### src/rhhs_pkg.sv
package rhhs_pkg;

    // fixed field widths of the stream channels
    localparam int KEY_IN_W    = 32;
    localparam int FUNC_W      = 2;
    localparam int STATUS_W    = 2;
    localparam int IN_TDATA_W  = 40;
    localparam int OUT_TDATA_W = 8;

    // parameter defaults
    localparam int TABLE_SIZE_DEF = 8;
    localparam int KEY_WIDTH_DEF  = 32;

    // operation codes
    localparam logic [FUNC_W-1:0] OP_INSERT = 2'd0;
    localparam logic [FUNC_W-1:0] OP_MEMBER = 2'd1;
    localparam logic [FUNC_W-1:0] OP_REMOVE = 2'd2;

    // result status codes
    localparam logic [STATUS_W-1:0] ST_OK   = 2'd0;
    localparam logic [STATUS_W-1:0] ST_FULL = 2'd1;
    localparam logic [STATUS_W-1:0] ST_ZERO = 2'd2;

    typedef enum logic [2:0] {
        S_CLEAR,
        S_IDLE,
        S_MOD,
        S_HOME,
        S_READ,
        S_EVAL,
        S_DONE
    } state_t;

endpackage

### src/robin_hood_hash_set.sv
// robin hood hash set with linear probing
//
// input stream s_axis_*: one request per item, tdata carries the operation
// (insert, membership test, remove) and the key. output stream m_axis_*:
// exactly one result per request, tdata carries found and status.
//
// each request walks through a small sequencer: the quotient key / TABLE_SIZE
// comes from one reciprocal multiply, the home slot from a multiply-back and
// subtract, then the table memory is probed one slot at a time (read, then
// compare/swap/write through the shared compare unit), up to TABLE_SIZE probes.
// the result then passes to the output register, and only after that does the
// block go idle and take the next request; zero keys and the unused operation
// code skip the probes and go straight to the result. tready is high only
// while idle.
//
// the result sits in an output register: a new request is accepted while a
// result still waits, and the sequencer only holds at its last step when the
// receiver stalls with the output register still full.
//
// after reset a clearing pass writes every slot empty, and during it no
// request is accepted.
module robin_hood_hash_set #(
    parameter int TABLE_SIZE = rhhs_pkg::TABLE_SIZE_DEF,
    parameter int KEY_WIDTH  = rhhs_pkg::KEY_WIDTH_DEF
) (
    input  logic                           clk,
    input  logic                           rst_n,
    // request: [1:0] func, [33:2] key, [39:34] zero
    input  logic [rhhs_pkg::IN_TDATA_W-1:0]  s_axis_tdata,
    input  logic                           s_axis_tvalid,
    output logic                           s_axis_tready,
    // result: [0] found, [2:1] status, [7:3] zero
    output logic [rhhs_pkg::OUT_TDATA_W-1:0] m_axis_tdata,
    output logic                           m_axis_tvalid,
    input  logic                           m_axis_tready
);
    import rhhs_pkg::*;

    // slot index width and distance counter width
    localparam int IDX_W  = $clog2(TABLE_SIZE);
    localparam int DIST_W = $clog2(TABLE_SIZE + 1);
    // key bits that actually reach the table
    localparam int EFF_W  = (KEY_WIDTH < KEY_IN_W) ? KEY_WIDTH : KEY_IN_W;
    // each entry holds the key and its home slot
    localparam int ENT_W  = KEY_WIDTH + IDX_W;

    // key / size = (key * RECIP) >> MOD_SH, exact for every EFF_W-bit key
    localparam int          MOD_SH     = EFF_W + IDX_W;
    localparam int          PROD_W     = 2 * EFF_W + 1;
    localparam logic [63:0] RECIP_FULL = ((64'd1 << MOD_SH) + 64'(TABLE_SIZE) - 64'd1)
                                         / 64'(TABLE_SIZE);
    localparam logic [EFF_W:0] RECIP   = RECIP_FULL[EFF_W:0];

    localparam logic [IDX_W:0]   SIZE_EXT = (IDX_W + 1)'(TABLE_SIZE);
    localparam logic [IDX_W-1:0] LAST_IDX = IDX_W'(TABLE_SIZE - 1);

    // input field split
    logic [FUNC_W-1:0]   in_func;
    logic [KEY_IN_W-1:0] in_key;
    logic [KEY_WIDTH-1:0] in_key_eff;

    assign in_func    = s_axis_tdata[FUNC_W-1:0];
    assign in_key     = s_axis_tdata[FUNC_W+KEY_IN_W-1:FUNC_W];
    assign in_key_eff = KEY_WIDTH'(in_key[EFF_W-1:0]);

    // table memory, registered read
    logic [ENT_W-1:0] tbl_mem [TABLE_SIZE];
    logic [ENT_W-1:0] rd_data_reg;
    logic             wr_en;
    logic [IDX_W-1:0] wr_addr;
    logic [ENT_W-1:0] wr_data;

    // sequencer state
    state_t state_reg, state_next;

    logic [FUNC_W-1:0]    op_reg, op_next;
    logic [KEY_WIDTH-1:0] car_key_reg, car_key_next;     // key being carried
    logic [IDX_W-1:0]     car_home_reg, car_home_next;   // its home slot
    logic [EFF_W-1:0]     quo_reg, quo_next;             // key / table size
    logic [IDX_W-1:0]     pos_reg, pos_next;
    logic [IDX_W-1:0]     n_reg, n_next;                 // probes done
    logic [DIST_W-1:0]    dist_reg, dist_next;
    logic [IDX_W-1:0]     clr_cnt_reg, clr_cnt_next;
    logic                 res_found_reg, res_found_next;
    logic [STATUS_W-1:0]  res_status_reg, res_status_next;

    // output register
    logic                 out_valid_reg, out_valid_next;
    logic                 out_found_reg, out_found_next;
    logic [STATUS_W-1:0]  out_status_reg, out_status_next;

    // shared datapath
    logic [EFF_W-1:0]     key_lo;
    logic [PROD_W-1:0]    mod_prod;
    logic [IDX_W-1:0]     home_calc;
    logic [KEY_WIDTH-1:0] res_key;
    logic [IDX_W-1:0]     res_home;
    logic [IDX_W-1:0]     res_dist;
    logic [IDX_W-1:0]     pos_inc;
    logic                 last_probe;
    logic                 key_hit;
    logic                 key_empty;
    logic                 swap;

    // home slot: reciprocal multiply, then remainder = key - quotient * size
    assign key_lo    = car_key_reg[EFF_W-1:0];
    assign mod_prod  = PROD_W'(key_lo) * PROD_W'(RECIP);
    assign home_calc = IDX_W'(key_lo - EFF_W'(quo_reg * TABLE_SIZE));

    assign res_key  = rd_data_reg[KEY_WIDTH-1:0];
    assign res_home = rd_data_reg[ENT_W-1:KEY_WIDTH];

    // resident's distance from its home, wrapping round the table
    assign res_dist = (pos_reg >= res_home)
                    ? IDX_W'(pos_reg - res_home)
                    : IDX_W'(({1'b0, pos_reg} + SIZE_EXT) - {1'b0, res_home});

    assign pos_inc    = (pos_reg == LAST_IDX) ? '0 : IDX_W'(pos_reg + 1'b1);
    assign last_probe = (n_reg == LAST_IDX);
    assign key_hit    = (res_key == car_key_reg);
    assign key_empty  = (res_key == '0);
    assign swap       = (DIST_W'(res_dist) < dist_reg);

    always_ff @(posedge clk)
    begin
        if (wr_en)
        begin
            tbl_mem[wr_addr] <= wr_data;
        end
        rd_data_reg <= tbl_mem[pos_reg];
    end

    always_ff @(posedge clk or negedge rst_n)
    begin
        if (!rst_n)
        begin
            state_reg <= S_CLEAR;
        end
        else
        begin
            state_reg <= state_next;
        end
    end

    always_ff @(posedge clk or negedge rst_n)
    begin
        if (!rst_n)
        begin
            op_reg         <= OP_INSERT;
            car_key_reg    <= '0;
            car_home_reg   <= '0;
            quo_reg        <= '0;
            pos_reg        <= '0;
            n_reg          <= '0;
            dist_reg       <= '0;
            clr_cnt_reg    <= '0;
            res_found_reg  <= 1'b0;
            res_status_reg <= ST_OK;
            out_valid_reg  <= 1'b0;
            out_found_reg  <= 1'b0;
            out_status_reg <= ST_OK;
        end
        else
        begin
            op_reg         <= op_next;
            car_key_reg    <= car_key_next;
            car_home_reg   <= car_home_next;
            quo_reg        <= quo_next;
            pos_reg        <= pos_next;
            n_reg          <= n_next;
            dist_reg       <= dist_next;
            clr_cnt_reg    <= clr_cnt_next;
            res_found_reg  <= res_found_next;
            res_status_reg <= res_status_next;
            out_valid_reg  <= out_valid_next;
            out_found_reg  <= out_found_next;
            out_status_reg <= out_status_next;
        end
    end

    always_comb
    begin
        state_next      = state_reg;
        op_next         = op_reg;
        car_key_next    = car_key_reg;
        car_home_next   = car_home_reg;
        quo_next        = quo_reg;
        pos_next        = pos_reg;
        n_next          = n_reg;
        dist_next       = dist_reg;
        clr_cnt_next    = clr_cnt_reg;
        res_found_next  = res_found_reg;
        res_status_next = res_status_reg;
        out_found_next  = out_found_reg;
        out_status_next = out_status_reg;
        out_valid_next  = out_valid_reg && !m_axis_tready;
        wr_en           = 1'b0;
        wr_addr         = pos_reg;
        wr_data         = {car_home_reg, car_key_reg};
        s_axis_tready   = 1'b0;

        unique case (state_reg)
            S_CLEAR:
            begin
                // empty every slot after reset
                wr_en        = 1'b1;
                wr_addr      = clr_cnt_reg;
                wr_data      = '0;
                clr_cnt_next = IDX_W'(clr_cnt_reg + 1'b1);
                if (clr_cnt_reg == LAST_IDX)
                begin
                    state_next = S_IDLE;
                end
            end

            S_IDLE:
            begin
                s_axis_tready = 1'b1;
                if (s_axis_tvalid)
                begin
                    op_next         = in_func;
                    car_key_next    = in_key_eff;
                    res_found_next  = 1'b0;
                    res_status_next = ST_OK;
                    priority if (in_func != OP_INSERT && in_func != OP_MEMBER
                                 && in_func != OP_REMOVE)
                    begin
                        // unused operation: table untouched
                        state_next = S_DONE;
                    end
                    else if (in_key_eff == '0)
                    begin
                        res_status_next = ST_ZERO;
                        state_next      = S_DONE;
                    end
                    else
                    begin
                        state_next = S_MOD;
                    end
                end
            end

            S_MOD:
            begin
                // quotient of key by table size
                quo_next   = EFF_W'(mod_prod >> MOD_SH);
                state_next = S_HOME;
            end

            S_HOME:
            begin
                // home slot = key mod table size
                pos_next      = home_calc;
                car_home_next = home_calc;
                n_next        = '0;
                dist_next     = '0;
                state_next    = S_READ;
            end

            S_READ:
            begin
                // slot at pos_reg is read into rd_data_reg at this edge
                state_next = S_EVAL;
            end

            S_EVAL:
            begin
                pos_next   = pos_inc;
                n_next     = IDX_W'(n_reg + 1'b1);
                state_next = S_READ;
                if (op_reg == OP_INSERT)
                begin
                    priority if (key_hit)
                    begin
                        res_found_next = 1'b1;
                        state_next     = S_DONE;
                    end
                    else if (key_empty)
                    begin
                        wr_en      = 1'b1;
                        state_next = S_DONE;
                    end
                    else
                    begin
                        if (swap)
                        begin
                            // resident is richer: take its place, carry it on
                            wr_en         = 1'b1;
                            car_key_next  = res_key;
                            car_home_next = res_home;
                            dist_next     = DIST_W'(res_dist) + 1'b1;
                        end
                        else
                        begin
                            dist_next = DIST_W'(dist_reg + 1'b1);
                        end
                        if (last_probe)
                        begin
                            // no free slot, carried key is dropped
                            res_status_next = ST_FULL;
                            state_next      = S_DONE;
                        end
                    end
                end
                else
                begin
                    // membership test or remove
                    if (key_hit)
                    begin
                        res_found_next = 1'b1;
                        state_next     = S_DONE;
                        if (op_reg == OP_REMOVE)
                        begin
                            wr_en   = 1'b1;
                            wr_data = '0;
                        end
                    end
                    else if (last_probe)
                    begin
                        state_next = S_DONE;
                    end
                end
            end

            S_DONE:
            begin
                // hand over once the output register is free
                if (!out_valid_reg || m_axis_tready)
                begin
                    out_valid_next  = 1'b1;
                    out_found_next  = res_found_reg;
                    out_status_next = res_status_reg;
                    state_next      = S_IDLE;
                end
            end

            default:
            begin
                state_next = S_IDLE;
            end
        endcase
    end

    assign m_axis_tvalid = out_valid_reg;
    assign m_axis_tdata  = {{(OUT_TDATA_W - STATUS_W - 1){1'b0}}, out_status_reg, out_found_reg};

endmodule

### config.mk
export PLATFORM = sky130hd
export DESIGN_NAME = robin_hood_hash_set
export DESIGN_NICKNAME = d
export VERILOG_FILES = /design/src/rhhs_pkg.sv /design/src/robin_hood_hash_set.sv
export SDC_FILE = /design/constraint.sdc
export NUM_CORES = 1
export LEC_CHECK = 0
export BUFFER_PORTS_ARGS = -buffer_cell sky130_fd_sc_hd__buf_4
export CAP_MARGIN = 0
export CORE_MARGIN = 2
export CORE_UTILIZATION = 35
export DETAILED_ROUTE_END_ITERATION = 8
export RECOVER_POWER = 100
export SYNTH_ARGS = -nofsm -noshare
export SYNTH_HDL_FRONTEND = slang
export SYNTH_SLANG_ARGS = --single-unit
### constraint.sdc
create_clock -name clk -period 11.57 [get_ports clk]
set_clock_uncertainty 0.05 [all_clocks]
set_input_delay 1.157 -clock clk [delete_from_list [all_inputs] [get_ports clk]]
set_output_delay 1.157 -clock clk [all_outputs]
set_load 0.03 [all_outputs]
; Yosys cells after proc, flatten, opt, wreduce, memory -nomap -nowiden
; Memory sizes are Yosys's and may differ from the RTL's. A register that Yosys moved wholly into a read port is not among the register bits.
; Cells that the tools add are included.
[word_totals]
regBits = 60
ram_bits = 280
input_bits = 44
out_inout_bits = 10
wordCells = 127
mem_count = 1
[op_classes]
addsub = 9
n_lt_le_gt_ge = 2
n_eq_ne = 22
muxes = 59
n_reduce_logical = 21
[mem_list]
columns = name, words, word_bits, rd, rd_ports_with_merged_regs, wr, line_no
row1 = tbl_mem, 8, 35, 1, 1, 1, robin_hood_hash_set.sv:67  ; logic [ENT_W-1:0] tbl_mem [TABLE_SIZE];
[ops]
columns = op, n
row1 = two-way mux 32 bit, 5
row2 = two-way mux 35 bit, 3
row3 = case mux 35 bit (2 select lines), 1
row4 = logical NOT 32 bit, 2
row5 = case mux 32 bit (2 select lines), 1
row6 = two-way mux 3 bit, 14
row7 = equality test 32 bit, 1
row8 = case mux 3 bit (7 select lines), 1
row9 = two-way mux 2 bit, 10
row10 = "inequality test 2 bit, second input constant", 10
row11 = "equality test 3 bit, second input constant", 6
row12 = case mux 3 bit (2 select lines), 3
row13 = two-way mux 4 bit, 4
row14 = two-way mux 1 bit, 13
row15 = "adder 3 x 1 -> 3 bit, second input constant", 4
row16 = AND reduction 6 bit, 2
row17 = case mux 4 bit (2 select lines), 1
row18 = "equality test 3 x 2 -> 1 bit, second input constant", 2
row19 = AND reduction 3 bit, 2
row20 = nonzero test 2 bit, 3
row21 = subtractor 3 bit, 2
row22 = AND reduction 5 bit, 1
row23 = "adder 3 x 1 -> 4 bit, second input constant", 1
row24 = "adder 4 x 1 -> 4 bit, second input constant", 1
row25 = 15 further kinds, 20

; Depth between registers and ports, before layout
[depth]
ltp_word = 11
mapped_depth = 18
mapped_depth_nobuf = 16

; Least setup slack after synthesis
; OpenSTA, ideal clock, no wires.
[synth_timing]
path_type = flip-flop to flip-flop
from = register pos_reg[0]
to = memory tbl_mem[1][0] in the netlist's numbering (enable)
setup_time_ns = 0.478
t_arrival_ns = 5.528
required_time_ns = 11.042
setup_slack_ns = 5.513
path_stages_with_launch = 15
n_path_buf = 2
period_less_slack_ns = 6.057
cell_sequence = dfrtp_1 -> clkbuf_1 -> inv_1 -> ha_1 -> inv_1 -> fa_1 -> xor2_1 -> xnor2_1 -> ha_1 -> o21ba_2 -> o31ai_4 -> clkbuf_1 -> o21bai_1 -> o211a_4 -> nor3b_1
[synth_between]
elab_chain_cells = 11
word_cells_on_any_way = 14
cone_classes = 3 x add/sub / 2 x order compare / 9 x mux
[synth_rtl]
columns = element, line_no
row1 = "start, declared", robin_hood_hash_set.sv:80  ; logic [IDX_W-1:0] pos_reg, pos_next;
row2 = "start signal, assigned", robin_hood_hash_set.sv:169  ; pos_reg <= pos_next;
row3 = adder 3 x 1 -> 3 bit, robin_hood_hash_set.sv:116  ; : IDX_W'(({1'b0, pos_reg} + SIZE_EXT) - {1'b0, res_home});
row4 = subtractor 3 bit, robin_hood_hash_set.sv:116
row5 = two-way mux 3 bit, robin_hood_hash_set.sv:115  ; ? IDX_W'(pos_reg - res_home)
row6 = less-than comparator 3 x 4 -> 1 bit, robin_hood_hash_set.sv:122  ; assign swap = (DIST_W'(res_dist) < dist_reg);
row7 = two-way mux 1 bit, robin_hood_hash_set.sv:285  ; if (swap)
row8 = two-way mux 1 bit, robin_hood_hash_set.sv:278  ; else if (key_empty)
row9 = two-way mux 1 bit, robin_hood_hash_set.sv:273  ; priority if (key_hit)
row10 = two-way mux 1 bit, robin_hood_hash_set.sv:271  ; if (op_reg == OP_INSERT)
row11 = case mux 1 bit (2 select lines), robin_hood_hash_set.sv:202  ; unique case (state_reg)
row12 = two-way mux 1 bit, robin_hood_hash_set.sv:126  ; if (wr_en)
row13 = two-way mux 1 bit (not written as such), robin_hood_hash_set.sv:128  ; tbl_mem[wr_addr] <= wr_data;
row14 = "end, declared", robin_hood_hash_set.sv:67
; Several ways; a longest one is shown, not always the timed one.

; Worst setup path in the final report
[layout_timing]
from = register state_reg[1]
to = memory tbl_mem[5][30] in the netlist's numbering (enable)
[layout_between]
elab_chain_cells = 4
word_cells_on_any_way = 6
cone_classes = 1 x eq/ne / 4 x mux / 1 x reduce/logical
[layout_rtl]
columns = element, line_no
row1 = "start, declared", robin_hood_hash_set.sv:74  ; state_t state_reg, state_next;
row2 = "start signal, assigned", robin_hood_hash_set.sv:141  ; state_reg <= state_next;
row3 = equality test 3 bit / logical NOT 3 bit (equally long branches), robin_hood_hash_set.sv:202
row4 = case mux 1 bit (2 select lines), robin_hood_hash_set.sv:202
row5 = two-way mux 1 bit, robin_hood_hash_set.sv:126
row6 = two-way mux 1 bit (not written as such), robin_hood_hash_set.sv:128
; Several ways; a longest one is shown, not always the timed one.

==> impl_metrics.env <==
export IMPL_cts_clk_slew_worst_paths_ns=0.06
export IMPL_max_slew_margin_rel_pct=-153
export IMPL_critPathLaunchType="flop"
export IMPL_rr_worst_depth=7
export IMPL_cts_resized=0
export IMPL_diodes=0
export IMPL_synth_most_common_cell="edfxtp_1"
export IMPL_dpl_instance_area_um2=16400
export IMPL_rows=77
export IMPL_overflow=0
export IMPL_root_buffer="clkbuf_16"
export IMPL_drive_gt1_share_pct=25.0
export IMPL_netlist_cell_type_count=59
export IMPL_setup_violations=0
export IMPL_die_height_um=215
export IMPL_synth_area_per_cell_um2=16.7
export IMPL_hold_viol_final=0
export IMPL_route_vias_total=8333
export IMPL_min_period_ns=7.60
export IMPL_cts_hold_buf=0
export IMPL_grt_usage_pct=15.2
export IMPL_fin_area_um2=17500
export IMPL_grt_first_pass_wirelength_mm=53.4
export IMPL_clk_latency_ns=0.54
export IMPL_numCtsBuffers=38
export IMPL_synthCells=929
export IMPL_post_route_period_util_pct=65.7
export IMPL_violations="capacitance limit, slew limit"
export IMPL_rsz0062_at_grt="no"
export IMPL_synth_top_area_cell="edfxtp_1"
export IMPL_port_buffers=42
export IMPL_grtUsageMet2_pct=24.3
export IMPL_post_cts_setup_buffers=0
export IMPL_antenna_left=0
export IMPL_p_leak_nw=6.11
export IMPL_power_density_nw_per_um2=287
export IMPL_dp_slack_ns=6.26
export IMPL_synth_seq_cells=375
export IMPL_fmax_ghz=0.132
export IMPL_place_inst=1525
export IMPL_critical_path_class="flop to flop"
export IMPL_setup_slack_ns=3.97
export IMPL_seq_area_frac_synth_pct=68.4
export IMPL_io_pins=54
export IMPL_synth_warnings=0
export IMPL_path_max_fanout=44
export IMPL_vias_per_cell=5.22
export IMPL_critical_path_arrival_ns=7.72
export IMPL_critPathLaunch="state_reg[1]$_DFFE_PN0P_"
export IMPL_async_reset_ff_share_pct=16.0
export IMPL_cts_max_level=2
export IMPL_r2r_slack_ns=3.97
export IMPL_gp_congestion=0.748
export IMPL_drv_cap=8
export IMPL_die_area_um2=46000
export IMPL_dr_pass1_iters=5
export IMPL_drt_total_wl_mm=34.8
export IMPL_grtUsageMet1_pct=22.1
export IMPL_synthFlopType="edfxtp_1"
export IMPL_fin_nets=1028
export IMPL_tightest_slew_ns=3.80
export IMPL_busiest_layer="met2"
export IMPL_synthToLayoutAreaGrowth_pct=12.9
export IMPL_grt_antenna_before_repair=0
export IMPL_end_kind="flop"
export IMPL_core_um2=44000
export IMPL_wl_per_cell_um=21.8
export IMPL_p_total_w=0.00503
export IMPL_cp_required_ns=11.69
export IMPL_r2r_end="tbl_mem[5][30]$_DFFE_PP_"
export IMPL_synth_edf_count=280
export IMPL_grt_start_max_net_pins=61
export IMPL_die_w_um=215
export IMPL_cts_sinks=375
export IMPL_synth_area_top_cells="edfxtp_1 (54%), mux4_2 (10%), dfrtp_1 (9.7%)"
export IMPL_dpl_hpwl_mm=19.6
export IMPL_status="finished with violations"
export IMPL_synth_top_area_share_pct=54.2
export IMPL_clockBufferDepth=3
export IMPL_initial_core_util_pct=35.2
export IMPL_drt_iter0_markers=676
export IMPL_grt_pass1_vias=8385
export IMPL_fin_tns_setup_ns=0
export IMPL_cts_tree="built"
export IMPL_largest_register_ffs=280
export IMPL_drc=0
export IMPL_gr_usage_met3_pct=2.60
export IMPL_reg2reg_from="state_reg[1]$_DFFE_PN0P_"
export IMPL_hold_path_class="flop to flop"
export IMPL_synthTopCellsByCount="edfxtp_1 (280), nand2_1 (98), mux4_2 (70)"
export IMPL_instances_no_fill=1595
export IMPL_endpoint="tbl_mem[5][30]$_DFFE_PP_"
export IMPL_report_final_slew_viol_count=314
export IMPL_vdd_drop_max_mv=0.147
export IMPL_syn_area_um2=15500
## area by class of cell
cell class / instances / area [µm²]
clock buffers: 62 / 1140
clock inverters: 8 / 53.8
fillers: 4045 / 26500
inverters: 9 / 35.0
multi-input cells: 492 / 4550
flip-flops and latches: 375 / 10600
well taps: 592 / 741
repair buffers: 57 / 387
## worst min-delay path by stage
| stage | slack, ns | end | from | cells after the start |
|---|---|---|---|---|
| after floorplan | 0.39 | res_found_reg$_DFFE_PN0P_ | res_found_reg$_DFFE_PN0P_ | 2 |
| after detailed placement | 0.42 | res_found_reg$_DFFE_PN0P_ | res_found_reg$_DFFE_PN0P_ | 2 |
| final | 0.43 | dist_reg[3]$_DFFE_PN0P_ | dist_reg[3]$_DFFE_PN0P_ | 1 |
| after global placement | 0.42 | res_found_reg$_DFFE_PN0P_ | res_found_reg$_DFFE_PN0P_ | 2 |
| after global routing | 0.45 | dist_reg[3]$_DFFE_PN0P_ | dist_reg[3]$_DFFE_PN0P_ | 1 |
| after CTS | 0.43 | res_found_reg$_DFFE_PN0P_ | res_found_reg$_DFFE_PN0P_ | 2 |
## placed cells by master (no fill, tap or decap), types with 4 or more instances in the layout
master       n
a21oi_1      9
a22o_1      34
a41o_1       4
and3_1      40
buf_4       46
clkbuf_1    27
clkbuf_16   40
clkbuf_8     6
clkinv_1     5
conb_1       5
dfrtp_1     58
dfxtp_1     35
edfxtp_1   280
ha_1        10
inv_1        7
mux2_2      38
mux4_2      70
nand2_1     99
nand2b_1     5
nand4_1     14
nor2_1      10
nor3_1       4
nor4_1      16
o21ai_0     17
o21ai_2     30
o31ai_1      7
xnor2_1     34
## cells by family (layout without fill, tap and decap cells)
logic type,count (synthesis),count (layout),synth area share (%)
flip-flops,375,375,68.4
AND/OR/NAND/NOR,216,216,7.28
AO/OA/AOI/OAI,113,113,5.96
multiplexers,112,112,13.2
buffers and inverters,66,136,2.25
XOR/XNOR,35,35,1.98
adder cells (fa/ha/maj),11,11,0.935
other,1,5,0.0242
## where the power goes
group	switching (W)	leakage, nW	internal (W)	total [W]
clock	0.000493	0.583	0.000679	0.00117
combinational	0.000916	1.90	0.000712	0.00163
sequential	0.000252	3.63	0.00198	0.00223
total	0.00166	6.11	0.00337	0.00503
## stage by stage
| step | utilization (%) | hold slack, ns |
|---|---|---|
| 2_1_floorplan | - | 0.391 |
| 3_3_place_gp | 37.4 | 0.417 |
| 3_5_place_dp | 37.4 | 0.418 |
| 4_1_cts | 40.1 | 0.433 |
| 5_1_grt | 39.8 | 0.448 |
| 6_report | 39.8 | 0.428 |
## worst max-delay path: stages, from the launching register on
cell and delay (ns):
dfrtp_1 0.45, clkinvlp_2 0.28, and3_2 0.23, clkbuf_1 1.73, nand4_1 2.11, o211a_1 0.82, nor3b_2 0.95, buf_4 0.56
## layer usage
layer	wire, µm	vias to the layer above
met3	1810	41
met4	500	0
met1	16200	4347
li1	-	3717
met2	16300	228
met5	0	-
Note: power is estimated with default switching activity, not from simulation.
